### config.mk
export PLATFORM = sky130hd
export DESIGN_NAME = block_grid_decomposer_3d_flat
export DESIGN_NICKNAME = d
export VERILOG_FILES = /design/src/hdl/bgd_pkg.sv /design/src/hdl/bgd_query_if.sv /design/src/hdl/bgd_div.sv /design/src/hdl/bgd_mul.sv /design/src/hdl/block_grid_decomposer_3d.sv /design/src/flat_wrapper.sv
export SDC_FILE = /design/constraint.sdc
export NUM_CORES = 2
export LEC_CHECK = 0
export BUFFER_PORTS_ARGS = -buffer_cell sky130_fd_sc_hd__buf_2
export CAP_MARGIN = 15
export CORE_MARGIN = 4
export CORE_UTILIZATION = 55
export CTS_CLUSTER_DIAMETER = 150
export DETAILED_ROUTE_END_ITERATION = 8
export PLACE_DENSITY = 0.73
export SETUP_SLACK_MARGIN = 0.1
export SYNTH_ARGS = -nofsm -noshare
export SYNTH_HDL_FRONTEND = slang
export SYNTH_HIERARCHICAL = 1
export SYNTH_SLANG_ARGS = --single-unit
### constraint.sdc
create_clock -name clk -period 14.89 [get_ports clk]
set_input_delay 1.489 -clock clk [delete_from_list [all_inputs] [get_ports clk]]
set_output_delay 1.489 -clock clk [all_outputs]
set_load 0.01 [all_outputs]
### src/hdl/bgd_pkg.sv
// shared types and constants for the 3-d block grid decomposer
// no dependencies
`timescale 1ns / 1ps

package bgd_pkg;

	localparam int REG_BITS   = 16;
	localparam int COORD_BITS = 16;
	localparam int START_BITS = COORD_BITS + 1;
	localparam int SIZE_BITS  = COORD_BITS;
	localparam int VOL_BITS   = 3 * REG_BITS;
	localparam int ROOT_BITS  = 18;
	localparam int MUL_A_BITS = 2 * ROOT_BITS;
	localparam int MUL_B_BITS = ROOT_BITS;
	localparam int MUL_P_BITS = MUL_A_BITS + MUL_B_BITS;
	localparam int CFG_IDX_BITS = 3;

	typedef enum logic [1:0] {
		ST_OK        = 2'd0,
		ST_MISMATCH  = 2'd1,
		ST_ZERO_EDGE = 2'd2,
		ST_RANGE     = 2'd3
	} status_t;

	typedef enum logic [CFG_IDX_BITS-1:0] {
		REG_EXTENT_X  = 3'd0,
		REG_EXTENT_Y  = 3'd1,
		REG_EXTENT_Z  = 3'd2,
		REG_PROC_CNT  = 3'd3,
		REG_LAYOUT_X  = 3'd4,
		REG_LAYOUT_Y  = 3'd5,
		REG_LAYOUT_Z  = 3'd6
	} cfg_reg_t;

	typedef enum logic [4:0] {
		S_IDLE,
		S_VOL1,
		S_VOL2,
		S_VOL3,
		S_VDIV,
		S_ROOT1,
		S_ROOT2,
		S_ROOT3,
		S_MCHK,
		S_PDIV,
		S_PWAIT,
		S_PROD1,
		S_PROD2,
		S_PROD3,
		S_PLDIV,
		S_PLWAIT,
		S_PLMUL,
		S_PLADD,
		S_FINISH
	} state_t;

endpackage

### src/hdl/bgd_query_if.sv
// query and result channel interfaces of the grid decomposer
// depends on bgd_pkg
`timescale 1ns / 1ps

interface bgd_query_if;
	logic                        valid;
	logic                        ready;
	logic [bgd_pkg::REG_BITS-1:0] proc_p;
	logic [bgd_pkg::REG_BITS-1:0] proc_q;
	logic [bgd_pkg::REG_BITS-1:0] proc_r;
	logic [bgd_pkg::REG_BITS-1:0] origin_x;
	logic [bgd_pkg::REG_BITS-1:0] origin_y;
	logic [bgd_pkg::REG_BITS-1:0] origin_z;

	modport source (output valid, proc_p, proc_q, proc_r, origin_x, origin_y, origin_z,
		input ready);
	modport sink (input valid, proc_p, proc_q, proc_r, origin_x, origin_y, origin_z,
		output ready);
endinterface

interface bgd_result_if;
	logic                          valid;
	logic                          ready;
	logic [bgd_pkg::START_BITS-1:0] start_x;
	logic [bgd_pkg::START_BITS-1:0] start_y;
	logic [bgd_pkg::START_BITS-1:0] start_z;
	logic [bgd_pkg::SIZE_BITS-1:0]  size_x;
	logic [bgd_pkg::SIZE_BITS-1:0]  size_y;
	logic [bgd_pkg::SIZE_BITS-1:0]  size_z;
	logic [bgd_pkg::REG_BITS-1:0]   used_layout_x;
	logic [bgd_pkg::REG_BITS-1:0]   used_layout_y;
	logic [bgd_pkg::REG_BITS-1:0]   used_layout_z;
	logic [1:0]                     status;

	modport source (output valid, start_x, start_y, start_z, size_x, size_y, size_z,
		used_layout_x, used_layout_y, used_layout_z, status, input ready);
	modport sink (input valid, start_x, start_y, start_z, size_x, size_y, size_z,
		used_layout_x, used_layout_y, used_layout_z, status, output ready);
endinterface

### src/hdl/bgd_div.sv
// iterative restoring divider, one quotient bit per cycle
// depends on bgd_pkg
`timescale 1ns / 1ps

module bgd_div (
	input  logic                          clk,
	input  logic                          arst_n,
	input  logic                          start,
	input  logic [bgd_pkg::VOL_BITS-1:0]  dividend,
	input  logic [bgd_pkg::ROOT_BITS-1:0] divisor,
	output logic                          busy,
	output logic [bgd_pkg::VOL_BITS-1:0]  quot,
	output logic [bgd_pkg::ROOT_BITS-1:0] rem
);
	import bgd_pkg::*;

	localparam int CNT_BITS = $clog2(VOL_BITS);

	logic                 busy_q;
	logic [CNT_BITS-1:0]  cnt_q;
	logic [VOL_BITS-1:0]  dvd_q;
	logic [ROOT_BITS-1:0] dvs_q;
	logic [ROOT_BITS-1:0] rem_q;
	logic [ROOT_BITS:0]   trial;
	logic [ROOT_BITS:0]   diff;
	logic                 ge;

	assign trial = {rem_q, dvd_q[VOL_BITS-1]};
	assign diff  = trial - {1'b0, dvs_q};
	assign ge    = trial >= {1'b0, dvs_q};

	always_ff @(posedge clk or negedge arst_n) begin
		if (!arst_n) begin
			busy_q <= 1'b0;
			cnt_q  <= '0;
		end else if (start) begin
			busy_q <= 1'b1;
			cnt_q  <= CNT_BITS'(VOL_BITS - 1);
		end else if (busy_q) begin
			cnt_q <= cnt_q - 1'b1;
			if (cnt_q == '0)
				busy_q <= 1'b0;
		end
	end

	always_ff @(posedge clk) begin
		if (start) begin
			dvd_q <= dividend;
			dvs_q <= divisor;
			rem_q <= '0;
		end else if (busy_q) begin
			rem_q <= ge ? diff[ROOT_BITS-1:0] : trial[ROOT_BITS-1:0];
			dvd_q <= {dvd_q[VOL_BITS-2:0], ge};
		end
	end

	assign busy = busy_q;
	assign quot = dvd_q;
	assign rem  = rem_q;
endmodule

### src/hdl/bgd_mul.sv
// shared registered multiplier, product registered in the cycle after the operands
// depends on bgd_pkg
`timescale 1ns / 1ps

module bgd_mul (
	input  logic                           clk,
	input  logic [bgd_pkg::MUL_A_BITS-1:0] a,
	input  logic [bgd_pkg::MUL_B_BITS-1:0] b,
	output logic [bgd_pkg::MUL_P_BITS-1:0] p
);
	import bgd_pkg::*;

	logic [MUL_P_BITS-1:0] p_q;

	always_ff @(posedge clk) begin
		p_q <= MUL_P_BITS'(a) * MUL_P_BITS'(b);
	end

	assign p = p_q;
endmodule

### src/hdl/block_grid_decomposer_3d.sv
// 3-d block grid decomposer: top level with sequencer and register file
// depends on bgd_pkg, bgd_query_if, bgd_result_if, bgd_div, bgd_mul
//
// usage: load extents, process count and layout through the write port
// (cfg_we, cfg_index, cfg_data) while idle. each query beat names a process
// coordinate and grid origin; one result beat follows with start, size,
// layout used and status.
// one query is worked at a time; query.ready is high only while idle.
// all multiplies and divides go through one registered multiplier and one
// restoring divider.
// with a given layout, placement takes three divides.
// with a derived layout: volume and cube root first, then three divides per
// trial block edge, then placement.
// a finished result sits in the output register; the next query may be
// taken and worked while it waits, and the sequencer holds its last step
// until result.ready frees the register.
// reset: extents and process count go to 1, layout to 0, no beat pending.
`timescale 1ns / 1ps

module block_grid_decomposer_3d (
	input  logic                              clk,
	input  logic                              arst_n,
	input  logic                              cfg_we,
	input  logic [bgd_pkg::CFG_IDX_BITS-1:0]  cfg_index,
	input  logic [bgd_pkg::REG_BITS-1:0]      cfg_data,
	bgd_query_if.sink                         query,
	bgd_result_if.source                      result
);
	import bgd_pkg::*;

	logic [REG_BITS-1:0] ext_x_q, ext_y_q, ext_z_q, pc_q;
	logic [REG_BITS-1:0] lay_x_q, lay_y_q, lay_z_q;

	state_t state_q, state_d;

	logic [REG_BITS-1:0]   p_q, q_q, r_q, ox_q, oy_q, oz_q;
	logic [VOL_BITS-1:0]   vol_q;
	logic [ROOT_BITS-1:0]  root_q, m_q;
	logic [4:0]            bit_q;
	logic [1:0]            axis_q;
	logic                  derive_q;
	logic [REG_BITS-1:0]   lp_q, lq_q, lr_q;
	logic [REG_BITS-1:0]   base_q, extra_q;
	logic [START_BITS-1:0] sx_q, sy_q, sz_q;
	logic [SIZE_BITS-1:0]  zx_q, zy_q, zz_q;
	status_t               status_q;

	logic                  out_valid_q;
	logic [START_BITS-1:0] o_sx_q, o_sy_q, o_sz_q;
	logic [SIZE_BITS-1:0]  o_zx_q, o_zy_q, o_zz_q;
	logic [REG_BITS-1:0]   o_lx_q, o_ly_q, o_lz_q;
	logic [1:0]            o_st_q;

	logic [MUL_A_BITS-1:0] mul_a;
	logic [MUL_B_BITS-1:0] mul_b;
	logic [MUL_P_BITS-1:0] mul_p;
	logic                  div_start;
	logic [VOL_BITS-1:0]   div_dvd;
	logic [ROOT_BITS-1:0]  div_dvs;
	logic                  div_busy;
	logic [VOL_BITS-1:0]   div_quot;
	logic [ROOT_BITS-1:0]  div_rem;

	logic                  accept;
	logic                  slot_free;
	logic [ROOT_BITS-1:0]  cand;
	logic [REG_BITS-1:0]   n_sel, parts_sel, k_sel;
	logic [REG_BITS:0]     cnt_sum;
	logic [VOL_BITS-1:0]   prod;
	logic [REG_BITS-1:0]   k_min;
	logic                  k_lt;
	logic [MUL_P_BITS-1:0] start_sum;
	logic [SIZE_BITS:0]    size_sum;

	function automatic logic [REG_BITS-1:0] n_sel_org(input logic [1:0] ax);
		case (ax)
			2'd0:    n_sel_org = ox_q;
			2'd1:    n_sel_org = oy_q;
			default: n_sel_org = oz_q;
		endcase
	endfunction

	bgd_mul u_mul (
		.clk (clk),
		.a   (mul_a),
		.b   (mul_b),
		.p   (mul_p)
	);

	bgd_div u_div (
		.clk      (clk),
		.arst_n   (arst_n),
		.start    (div_start),
		.dividend (div_dvd),
		.divisor  (div_dvs),
		.busy     (div_busy),
		.quot     (div_quot),
		.rem      (div_rem)
	);

	// configuration registers
	always_ff @(posedge clk or negedge arst_n) begin
		if (!arst_n) begin
			ext_x_q <= REG_BITS'(1);
			ext_y_q <= REG_BITS'(1);
			ext_z_q <= REG_BITS'(1);
			pc_q    <= REG_BITS'(1);
			lay_x_q <= '0;
			lay_y_q <= '0;
			lay_z_q <= '0;
		end else if (cfg_we) begin
			unique case (cfg_index)
				REG_EXTENT_X: ext_x_q <= cfg_data;
				REG_EXTENT_Y: ext_y_q <= cfg_data;
				REG_EXTENT_Z: ext_z_q <= cfg_data;
				REG_PROC_CNT: pc_q    <= cfg_data;
				REG_LAYOUT_X: lay_x_q <= cfg_data;
				REG_LAYOUT_Y: lay_y_q <= cfg_data;
				REG_LAYOUT_Z: lay_z_q <= cfg_data;
				default: ;
			endcase
		end
	end

	assign accept    = query.valid && query.ready;
	assign slot_free = !out_valid_q || result.ready;
	assign cand      = root_q | (ROOT_BITS'(1) << bit_q);
	assign prod      = mul_p[VOL_BITS-1:0];

	always_comb begin
		case (axis_q)
			2'd0: begin
				n_sel = ext_x_q; parts_sel = lp_q; k_sel = p_q;
			end
			2'd1: begin
				n_sel = ext_y_q; parts_sel = lq_q; k_sel = q_q;
			end
			default: begin
				n_sel = ext_z_q; parts_sel = lr_q; k_sel = r_q;
			end
		endcase
	end

	assign cnt_sum   = {1'b0, div_quot[REG_BITS-1:0]} +
		(REG_BITS + 1)'(div_rem > div_quot[ROOT_BITS-1:0]);
	assign k_lt      = k_sel < extra_q;
	assign k_min     = k_lt ? k_sel : extra_q;
	assign start_sum = mul_p + MUL_P_BITS'(k_min) + MUL_P_BITS'(n_sel_org(axis_q));
	assign size_sum  = {1'b0, base_q} + (SIZE_BITS + 1)'(k_lt);

	// sequencer state
	always_ff @(posedge clk or negedge arst_n) begin
		if (!arst_n)
			state_q <= S_IDLE;
		else
			state_q <= state_d;
	end

	always_comb begin
		state_d   = state_q;
		mul_a     = '0;
		mul_b     = '0;
		div_start = 1'b0;
		div_dvd   = '0;
		div_dvs   = '0;
		query.ready = 1'b0;
		unique case (state_q)
			S_IDLE: begin
				query.ready = 1'b1;
				if (query.valid) begin
					if (pc_q == '0)
						state_d = S_FINISH;
					else if (lay_x_q == '0 || lay_y_q == '0 || lay_z_q == '0)
						state_d = S_VOL1;
					else
						state_d = S_PROD1;
				end
			end
			S_VOL1: begin
				mul_a   = MUL_A_BITS'(ext_x_q);
				mul_b   = MUL_B_BITS'(ext_y_q);
				state_d = S_VOL2;
			end
			S_VOL2: begin
				mul_a   = mul_p[MUL_A_BITS-1:0];
				mul_b   = MUL_B_BITS'(ext_z_q);
				state_d = S_VOL3;
			end
			S_VOL3: begin
				div_start = 1'b1;
				div_dvd   = prod;
				div_dvs   = ROOT_BITS'(pc_q);
				state_d   = S_VDIV;
			end
			S_VDIV: begin
				if (!div_busy)
					state_d = S_ROOT1;
			end
			S_ROOT1: begin
				mul_a   = MUL_A_BITS'(cand);
				mul_b   = cand;
				state_d = S_ROOT2;
			end
			S_ROOT2: begin
				mul_a   = mul_p[MUL_A_BITS-1:0];
				mul_b   = cand;
				state_d = S_ROOT3;
			end
			S_ROOT3: begin
				state_d = (bit_q == '0) ? S_MCHK : S_ROOT1;
			end
			S_MCHK: begin
				state_d = (root_q == '0) ? S_FINISH : S_PDIV;
			end
			S_PDIV: begin
				div_start = 1'b1;
				div_dvd   = VOL_BITS'(n_sel);
				div_dvs   = m_q;
				state_d   = S_PWAIT;
			end
			S_PWAIT: begin
				if (!div_busy)
					state_d = (axis_q == 2'd2) ? S_PROD1 : S_PDIV;
			end
			S_PROD1: begin
				mul_a   = MUL_A_BITS'(lp_q);
				mul_b   = MUL_B_BITS'(lq_q);
				state_d = S_PROD2;
			end
			S_PROD2: begin
				mul_a   = mul_p[MUL_A_BITS-1:0];
				mul_b   = MUL_B_BITS'(lr_q);
				state_d = S_PROD3;
			end
			S_PROD3: begin
				if (derive_q && prod > VOL_BITS'(pc_q))
					state_d = S_PDIV;
				else if (prod != VOL_BITS'(pc_q))
					state_d = S_FINISH;
				else if (p_q >= lp_q || q_q >= lq_q || r_q >= lr_q)
					state_d = S_FINISH;
				else
					state_d = S_PLDIV;
			end
			S_PLDIV: begin
				div_start = 1'b1;
				div_dvd   = VOL_BITS'(n_sel);
				div_dvs   = ROOT_BITS'(parts_sel);
				state_d   = S_PLWAIT;
			end
			S_PLWAIT: begin
				if (!div_busy)
					state_d = S_PLMUL;
			end
			S_PLMUL: begin
				mul_a   = MUL_A_BITS'(k_sel);
				mul_b   = MUL_B_BITS'(base_q);
				state_d = S_PLADD;
			end
			S_PLADD: begin
				state_d = (axis_q == 2'd2) ? S_FINISH : S_PLDIV;
			end
			S_FINISH: begin
				if (slot_free)
					state_d = S_IDLE;
			end
			default: state_d = S_IDLE;
		endcase
	end

	// datapath registers
	always_ff @(posedge clk) begin
		case (state_q)
			S_IDLE: begin
				if (accept) begin
					p_q      <= query.proc_p;
					q_q      <= query.proc_q;
					r_q      <= query.proc_r;
					ox_q     <= query.origin_x;
					oy_q     <= query.origin_y;
					oz_q     <= query.origin_z;
					derive_q <= lay_x_q == '0 || lay_y_q == '0 || lay_z_q == '0;
					sx_q <= '0; sy_q <= '0; sz_q <= '0;
					zx_q <= '0; zy_q <= '0; zz_q <= '0;
					if (pc_q == '0) begin
						status_q <= ST_MISMATCH;
						lp_q <= '0; lq_q <= '0; lr_q <= '0;
					end else if (lay_x_q == '0 || lay_y_q == '0 || lay_z_q == '0) begin
						status_q <= ST_OK;
						lp_q <= '0; lq_q <= '0; lr_q <= '0;
					end else begin
						status_q <= ST_OK;
						lp_q <= lay_x_q; lq_q <= lay_y_q; lr_q <= lay_z_q;
					end
				end
			end
			S_VDIV: begin
				vol_q  <= div_quot;
				root_q <= '0;
				bit_q  <= 5'(ROOT_BITS - 1);
			end
			S_ROOT3: begin
				if (prod <= vol_q && mul_p[MUL_P_BITS-1:VOL_BITS] == '0)
					root_q <= cand;
				bit_q <= bit_q - 1'b1;
			end
			S_MCHK: begin
				m_q    <= root_q;
				axis_q <= 2'd0;
				if (root_q == '0)
					status_q <= ST_ZERO_EDGE;
			end
			S_PWAIT: begin
				if (!div_busy) begin
					case (axis_q)
						2'd0:    lp_q <= cnt_sum[REG_BITS-1:0];
						2'd1:    lq_q <= cnt_sum[REG_BITS-1:0];
						default: lr_q <= cnt_sum[REG_BITS-1:0];
					endcase
					axis_q <= (axis_q == 2'd2) ? 2'd0 : axis_q + 1'b1;
				end
			end
			S_PROD3: begin
				axis_q <= 2'd0;
				if (derive_q && prod > VOL_BITS'(pc_q))
					m_q <= m_q + 1'b1;
				else if (prod != VOL_BITS'(pc_q))
					status_q <= ST_MISMATCH;
				else if (p_q >= lp_q || q_q >= lq_q || r_q >= lr_q)
					status_q <= ST_RANGE;
			end
			S_PLWAIT: begin
				base_q  <= div_quot[REG_BITS-1:0];
				extra_q <= div_rem[REG_BITS-1:0];
			end
			S_PLADD: begin
				case (axis_q)
					2'd0: begin
						sx_q <= start_sum[START_BITS-1:0]; zx_q <= size_sum[SIZE_BITS-1:0];
					end
					2'd1: begin
						sy_q <= start_sum[START_BITS-1:0]; zy_q <= size_sum[SIZE_BITS-1:0];
					end
					default: begin
						sz_q <= start_sum[START_BITS-1:0]; zz_q <= size_sum[SIZE_BITS-1:0];
					end
				endcase
				axis_q <= axis_q + 1'b1;
			end
			default: ;
		endcase
	end

	// output register
	always_ff @(posedge clk or negedge arst_n) begin
		if (!arst_n)
			out_valid_q <= 1'b0;
		else if (state_q == S_FINISH && slot_free)
			out_valid_q <= 1'b1;
		else if (result.ready)
			out_valid_q <= 1'b0;
	end

	always_ff @(posedge clk) begin
		if (state_q == S_FINISH && slot_free) begin
			o_sx_q <= sx_q; o_sy_q <= sy_q; o_sz_q <= sz_q;
			o_zx_q <= zx_q; o_zy_q <= zy_q; o_zz_q <= zz_q;
			o_lx_q <= lp_q; o_ly_q <= lq_q; o_lz_q <= lr_q;
			o_st_q <= status_q;
		end
	end

	assign result.valid         = out_valid_q;
	assign result.start_x       = o_sx_q;
	assign result.start_y       = o_sy_q;
	assign result.start_z       = o_sz_q;
	assign result.size_x        = o_zx_q;
	assign result.size_y        = o_zy_q;
	assign result.size_z        = o_zz_q;
	assign result.used_layout_x = o_lx_q;
	assign result.used_layout_y = o_ly_q;
	assign result.used_layout_z = o_lz_q;
	assign result.status        = o_st_q;
endmodule

### src/flat_wrapper.sv
// flat-port wrapper written by rule: the top's interface ports become plain ports
module block_grid_decomposer_3d_flat import bgd_pkg::*;
  (clk, arst_n, cfg_we, cfg_index, cfg_data, query_valid, query_proc_p, query_proc_q, query_proc_r, query_origin_x, query_origin_y, query_origin_z, query_ready, result_valid, result_start_x, result_start_y, result_start_z, result_size_x, result_size_y, result_size_z, result_used_layout_x, result_used_layout_y, result_used_layout_z, result_status, result_ready);
  bgd_query_if query_i ();
  bgd_result_if result_i ();
  input  logic clk;
  input  logic arst_n;
  input  logic cfg_we;
  input  logic [bgd_pkg::CFG_IDX_BITS-1:0] cfg_index;
  input  logic [bgd_pkg::REG_BITS-1:0] cfg_data;
  input wire logic [$bits(query_i.valid)-1:0] query_valid;
  input wire logic [$bits(query_i.proc_p)-1:0] query_proc_p;
  input wire logic [$bits(query_i.proc_q)-1:0] query_proc_q;
  input wire logic [$bits(query_i.proc_r)-1:0] query_proc_r;
  input wire logic [$bits(query_i.origin_x)-1:0] query_origin_x;
  input wire logic [$bits(query_i.origin_y)-1:0] query_origin_y;
  input wire logic [$bits(query_i.origin_z)-1:0] query_origin_z;
  output wire logic [$bits(query_i.ready)-1:0] query_ready;
  output wire logic [$bits(result_i.valid)-1:0] result_valid;
  output wire logic [$bits(result_i.start_x)-1:0] result_start_x;
  output wire logic [$bits(result_i.start_y)-1:0] result_start_y;
  output wire logic [$bits(result_i.start_z)-1:0] result_start_z;
  output wire logic [$bits(result_i.size_x)-1:0] result_size_x;
  output wire logic [$bits(result_i.size_y)-1:0] result_size_y;
  output wire logic [$bits(result_i.size_z)-1:0] result_size_z;
  output wire logic [$bits(result_i.used_layout_x)-1:0] result_used_layout_x;
  output wire logic [$bits(result_i.used_layout_y)-1:0] result_used_layout_y;
  output wire logic [$bits(result_i.used_layout_z)-1:0] result_used_layout_z;
  output wire logic [$bits(result_i.status)-1:0] result_status;
  input wire logic [$bits(result_i.ready)-1:0] result_ready;
  assign query_i.valid = query_valid;
  assign query_i.proc_p = query_proc_p;
  assign query_i.proc_q = query_proc_q;
  assign query_i.proc_r = query_proc_r;
  assign query_i.origin_x = query_origin_x;
  assign query_i.origin_y = query_origin_y;
  assign query_i.origin_z = query_origin_z;
  assign query_ready = query_i.ready;
  assign result_valid = result_i.valid;
  assign result_start_x = result_i.start_x;
  assign result_start_y = result_i.start_y;
  assign result_start_z = result_i.start_z;
  assign result_size_x = result_i.size_x;
  assign result_size_y = result_i.size_y;
  assign result_size_z = result_i.size_z;
  assign result_used_layout_x = result_i.used_layout_x;
  assign result_used_layout_y = result_i.used_layout_y;
  assign result_used_layout_z = result_i.used_layout_z;
  assign result_status = result_i.status;
  assign result_i.ready = result_ready;
  block_grid_decomposer_3d u_core (.clk(clk), .arst_n(arst_n), .cfg_we(cfg_we), .cfg_index(cfg_index), .cfg_data(cfg_data), .query(query_i), .result(result_i));
endmodule
# --- Word level (Yosys, flattened, before mapping) ---
# Cells that the tools add are included.
word_totals:
  register_bits: 781
  latch_bits: 0
  ramBits: 0
  romBits: 0
  out_inout_bits: 151
  word_cells: 250
  memories: 0
op_classes:
  n_addsub: 9
  multipliers: 1
  n_div: 0
  magnitude_cmp: 8
  eq_ne: 44
  shift: 1
  n_mux: 83
  bitwise_logic: 1
  reduce_logical: 54
ops:
  columns: ["operator", "n"]
  rows:
  - ["16-bit 2-to-1 mux", 20]
  - ["16-bit one-hot mux with 2 select lines", 10]
  - ["36-bit one-hot mux with 5 select lines", 1]
  - ["18-bit one-hot mux with 6 select lines", 1]
  - ["17-bit one-hot mux with 2 select lines", 3]
  - ["48-bit 2-to-1 mux", 2]
  - ["48-bit one-hot mux with 2 select lines", 1]
  - ["5-bit one-hot mux with 19 select lines", 1]
  - ["18-bit one-hot mux with 2 select lines", 2]
  - ["17-bit 2-to-1 mux", 4]
  - ["16-bit zero test", 4]
  - ["5-bit 2-to-1 mux", 11]
  - ["36-bit by 18-bit multiplier with 54-bit output", 1]
  - ["18-bit 2-to-1 mux", 3]
  - ["18-bit one-hot mux with 3 select lines", 1]
  - ["16-bit >= comparator", 3]
  - ["48-bit by 16-bit > comparator with 1-bit output", 1]
  - ["48-bit <= comparator", 1]
  - ["48-bit by 16-bit inequality test with 1-bit output", 1]
  - ["5-bit by 4-bit == test with 1-bit output, second input constant", 8]
  - ["17-bit by 16-bit adder with 17-bit output", 2]
  - ["16-bit by 1-bit adder with 16-bit output", 2]
  - ["2-bit AND reduction", 11]
  - ["5-bit by 3-bit == test with 1-bit output, second input constant", 4]
  - ["other kinds (42)", 103]

# --- Depth between registers and ports, before layout ---
logic_depth:
  word_depth: 8
  depth_mapped: 34
  depth_no_buf: 30

# --- Cells and area by module ---
# Netlist, hierarchy kept.
modules_own_cells:
  columns: ["mod", "instances", "cells_per_inst", "area_each_um2", "seq_area_each_um2"]
  rows:
  - ["block_grid_decomposer_3d", 1, 2380, 30230.2, 18512.8]
  - ["bgd_mul", 1, 2424, 21351.7, 1081.0]
  - ["bgd_div", 1, 398, 4698.3, 2517.4]

# --- Least setup slack after synthesis ---
# Ideal clock, no wire load.
synth_path:
  path_type: "input -> register"
  from: "input result_ready"
  to: "register u_core.o_zx_q[0], in the netlist u_core/result.size_x[0], enable pin"
  setup_time_ps: 840
  arrival_time_ps: 11579
  t_required_ps: 14050
  setup_slack_ps: 2471
  path_stages: 2
  cell_sequence: "nor2b_1 nor3_1"
synth_between:
  elab_chain_cells: 2
synth_lines:
  columns: ["item", "line_no", "text"]
  rows:
  - ["start: declaration", "flat_wrapper.sv:30", "input wire logic [$bits(result_i.ready)-1:0] result_ready;"]
  - ["1-bit logical OR", "block_grid_decomposer_3d.sv:126", "assign slot_free = !out_valid_q || result.ready;"]
  - ["1-bit logical AND", "block_grid_decomposer_3d.sv:365", "if (state_q == S_FINISH && slot_free) begin"]
  - ["end signal: assignment", "block_grid_decomposer_3d.sv:367", "o_zx_q <= zx_q; o_zy_q <= zy_q; o_zz_q <= zz_q;"]
  - ["end: declaration", "block_grid_decomposer_3d.sv:50", "logic [SIZE_BITS-1:0] o_zx_q, o_zy_q, o_zz_q;"]
# Every way passes these cells.
# A chain may end at the register's enable or synchronous reset.

# --- Worst setup path after layout ---
layout_path:
  from: "register u_core.state_q[3]"
  to: "register u_core.u_mul.p_q[46], in the netlist u_core/u_mul/p[46]"
layout_between:
  elab_chain_cells: 4
  word_cells_on_any_way: 12
  cone_classes: "mul: 1; eq/ne: 7; mux: 2; reduce/logical: 2"
layout_lines:
  columns: ["item", "line_no", "text"]
  rows:
  - ["start: declaration", "block_grid_decomposer_3d.sv:34", "state_t state_q, state_d;"]
  - ["start signal: assignment", "block_grid_decomposer_3d.sv:156", "state_q <= state_d;"]
  - ["5-bit by 3-bit == test with 1-bit output", "block_grid_decomposer_3d.sv:167", "unique case (state_q)"]
  - ["2-bit OR reduction (no line)", null, null]
  - ["18-bit one-hot mux with 6 select lines *", "block_grid_decomposer_3d.sv:167", null]
  - ["net u_core.mul_b[14]", "block_grid_decomposer_3d.sv:55", "logic [MUL_B_BITS-1:0] mul_b;"]
  - ["36-bit by 18-bit multiplier with 54-bit output *", "bgd_mul.sv:16", "p_q <= MUL_P_BITS'(a) * MUL_P_BITS'(b);"]
  - ["end signal: assignment", "bgd_mul.sv:16", null]
  - ["end: declaration", "bgd_mul.sv:13", "logic [MUL_P_BITS-1:0] p_q;"]
# Mark *: on every way through the listed nets, which the timed path passes. The rest lies on a longest branch.

==> impl_metrics.json <==
{
  "initial_core_util_pct": 55.32,
  "top_layer_used": "met5",
  "synth_edf_count": 584,
  "track_usage_pct": 32.41,
  "postCtsSetupRepairBufs": 0,
  "mostFrequentLayoutCells": "799 x inv_1, 698 x nand2_1, 584 x edfxtp_1",
  "synthesis.instances": 5202,
  "maxCapViolations": 0,
  "drc": 0,
  "dieWidth_um": 327.9,
  "setup_tns_ns": 0,
  "synth_simple_gate_area_share_pct": 12.76,
  "reg2regPathDepth": 26,
  "setup_viol": 0,
  "worstReg2RegStart": "u_core/state_q[3]",
  "synth_area_leaders": "edfxtp_1 31%, fa_1 20%, ha_1 7.2%, dfrtp_1 5.4%, inv_1 5.3%",
  "port_buffers": 270,
  "avgSynthCellArea_um2": 10.82,
  "critPathCaptureType": "flop",
  "nNetsFinal": 6427,
  "yosysTopAreaCell": "edfxtp_1",
  "whs_endpoint": "u_core/result.start_y[6]",
  "syn-num-nets": 6207,
  "fp-row-count": 117,
  "min_period_ns": 9.190,
  "layout_commonest_cell": "inv_1",
  "rsz0062_at_grt": "no",
  "max-vdd-ir-drop_uv": 91.56,
  "min_path_cells": 0,
  "fill_cells": 8270,
  "synthToLayoutAreaGrowth_pct": 9.978,
  "ctsHoldBuffers": 0,
  "cts_root_buffer": "clkbuf_16",
  "synth_mux_area_share_pct": 3.708,
  "cts_resized": 0,
  "die_area_mm2": 0.1075,
  "via_count": 41280,
  "timing.final.crit_share_pct": 61.72,
  "antenna_found_initial": 12,
  "ys_seq_area_share_pct": 39.29,
  "yosysTopAreaCellShare_pct": 31.16,
  "p_leak_nw": 27.61,
  "worst_slew_pin_slew_ns": 1.233,
  "relSlewSlack_pct": 17.05,
  "clock_skew_ns": 0.02986,
  "ys.flop_type": "edfxtp_1",
  "drtIter0Drc": 4440,
  "synth_compound_area_share_pct": 8.292,
  "cp_max_fo": 36,
  "grt_max_degree": 79,
  "async_flop_share_pct": 16.01,
  "drv_slew": 0,
  "crit_required_ns": 15.45,
  "first_pass_iters": 9,
  "rrSetupSlack_ns": 5.70,
  "hold_path_class": "flop to flop",
  "viasPerCell": 6.017,
  "grt-ovfl-total": 0,
  "hold_violations": 0,
  "maxClockFrequency_mhz": 108.8,
  "routedWlPerCell_um": 25.32,
  "grt_first_pass_wirelength_um": 260100,
  "cp-start-kind": "flop",
  "ys_warn_count": 6,
  "synthAdderAreaFrac_pct": 27.17,
  "hpwl_um": 127400,
  "gp_congestion": 1.047,
  "layout-drive-gt1-share_pct": 12.90,
  "routed_wl_um": 173700,
  "io_pins": 271,
  "clk_path_buf_depth": 3,
  "grt_pass1_vias": 41570,
  "clk_pin_slew_ns": 0.06,
  "power_density_mw_per_mm2": 77.09,
  "cts.sinks": 781,
  "min-delay-start": "u_core/sy_q[6]",
  "antenna_left": 0,
  "status": "finished, final reports clean",
  "core-area_mm2": 0.1017,
  "power_mw": 4.771,
  "synth_top_family_by_area": "adder cells",
  "cp.arrival_ns": 9.75,
  "wl_met3_um": 18350,
  "synth-xor-area-share_pct": 1.899,
  "die_h_um": 327.9,
  "holdWs_ns": 0.4178,
  "syn_area_mm2": 0.05628,
  "r2r_end": "u_core/u_mul/p[46]",
  "utilization_pct": 60.84,
  "cts_buffers": 81,
  "htreeDepth": 3,
  "clk_latency_ns": 0.66,
  "synth_seq_cells": 781,
  "drt-met1-wl_um": 66200,
  "route.met2.wl_um": 80620,
  "yosysUniqueCellTypes": 92,
  "crit_type": "flop to flop",
  "cts_tree": "yes"
}
==> worst max-delay path: stages, from the launching register on <==
cell	delay (ns)
dfrtp_1	0.50
nor2_1	0.27
nand2_1	0.23
nor2_2	0.59
buf_4	0.38
a221oi_1	0.14
nand2_2	0.85
nand2_1	0.19
fa_1	0.58
inv_1	0.05
fa_1	0.46
fa_1	0.53
fa_1	0.52
fa_1	0.56
inv_1	0.06
fa_1	0.53
inv_1	0.04
ha_1	0.38
a211oi_1	0.38
o211ai_1	0.18
a41oi_1	0.32
nor2_1	0.08
a21oi_2	0.37
o31ai_4	0.10
a221o_2	0.41
a41oi_2	0.22
xnor2_1	0.14
==> Yosys cell counts (all sizes together), types with 5 or more instances <==
master / number
or4: 6
o21bai: 11
a311oi: 5
xnor2: 70
fa: 562
buf: 22
dfxtp: 72
nor2b: 29
and2: 306
xor2: 52
a31oi: 19
clkbuf: 197
and4: 8
nor3b: 5
nand2: 704
a221oi: 9
inv: 800
or3: 11
o2111ai: 21
nor4: 41
edfxtp: 584
nand3: 64
mux2: 175
o21a: 13
o21ai: 136
a21oi: 175
a22o: 24
dfrtp: 121
a31o: 5
and3: 19
nand2b: 15
nor3: 37
or2: 7
a211oi: 26
mux2i: 9
a21o: 87
o211ai: 12
a221o: 18
nand4: 52
ha: 323
o31ai: 10
nor2: 194
a22oi: 89
==> final cells by class <==
| type | instances | area, µm² | share of cell area, % |
|---|---|---|---|
| Antenna cell | 5 | 12.51 | 0.02021 |
| Timing Repair Buffer | 356 | 1999 | 3.230 |
| Sequential cell | 781 | 22110 | 35.72 |
| Clock inverter | 40 | 401.6 | 0.6489 |
| Multi-Input combinational cell | 3401 | 30430 | 49.16 |
| Clock buffer | 108 | 2223 | 3.592 |
| Tap cell | 1368 | 1712 | 2.765 |
| Inverter | 801 | 3007 | 4.858 |
==> worst max path at each step <==
stage	start	cells after the start	slack, ns	end
detailed placement	u_core/state_q[4]	25	5.91	u_core/u_mul/p[52]
CTS	u_core/state_q[1]	25	5.86	u_core/u_mul/p[52]
global placement	u_core/state_q[4]	25	6.08	u_core/u_mul/p[46]
global route	u_core/state_q[3]	26	5.36	u_core/u_mul/p[46]
finish	u_core/state_q[3]	26	5.70	u_core/u_mul/p[46]
floorplan	result_ready	2	2.47	u_core/result.size_x[0]
==> flip-flops by register name, indices dropped and copies added (netlist names), 17 cells and up <==
name	flops
u_core/u_div/dvs_q	18
u_core/u_div/quot	48
u_core/u_div/rem	18
u_core/root_q	18
u_core/result.start_z	17
u_core/vol_q	48
u_core/m_q	18
u_core/u_mul/p	54
u_core/result.start_y	17
u_core/sy_q	17
u_core/sz_q	17
u_core/result.start_x	17
u_core/sx_q	17
==> logic make-up (layout without fill, tap and decap cells) <==
kind of cell | after synthesis | in the layout
buffers and inverters | 1020 | 1305
AO/OA/AOI/OAI | 699 | 699
AND/OR/NAND/NOR | 1511 | 1511
flip-flops | 781 | 781
other | 0 | 5
multiplexers | 184 | 184
XOR/XNOR | 122 | 122
adder cells (fa/ha/maj) | 885 | 885
==> report_power, final <==
part	total [mW]	switching, mW	internal, mW
combinational	0.232	0.123	0.109
clock	2.02	0.870	1.15
sequential	2.52	0.106	2.41
total	4.77	1.10	3.67
==> per-layer routing <==
metal / global-route usage (%) / vias to the layer above
li1: - / 17730
met1: 42.96 / 20780
met2: 51.79 / 2316
met3: 7.223 / 455
met4: 13.91 / 8
met5: 0 / -
==> per-stage QoR <==
stage / instance area, µm² / std cells / setup slack (ns)
after floorplan: 56280 / 5202 / 2.471
after global placement: 59260 / 6707 / 6.080
after detailed placement: 59260 / 6707 / 5.913
after CTS: 61880 / 6855 / 5.862
after global routing: 61890 / 6857 / 5.359
final: 61900 / 6860 / 5.700
Power figures use the tool's default switching activity.
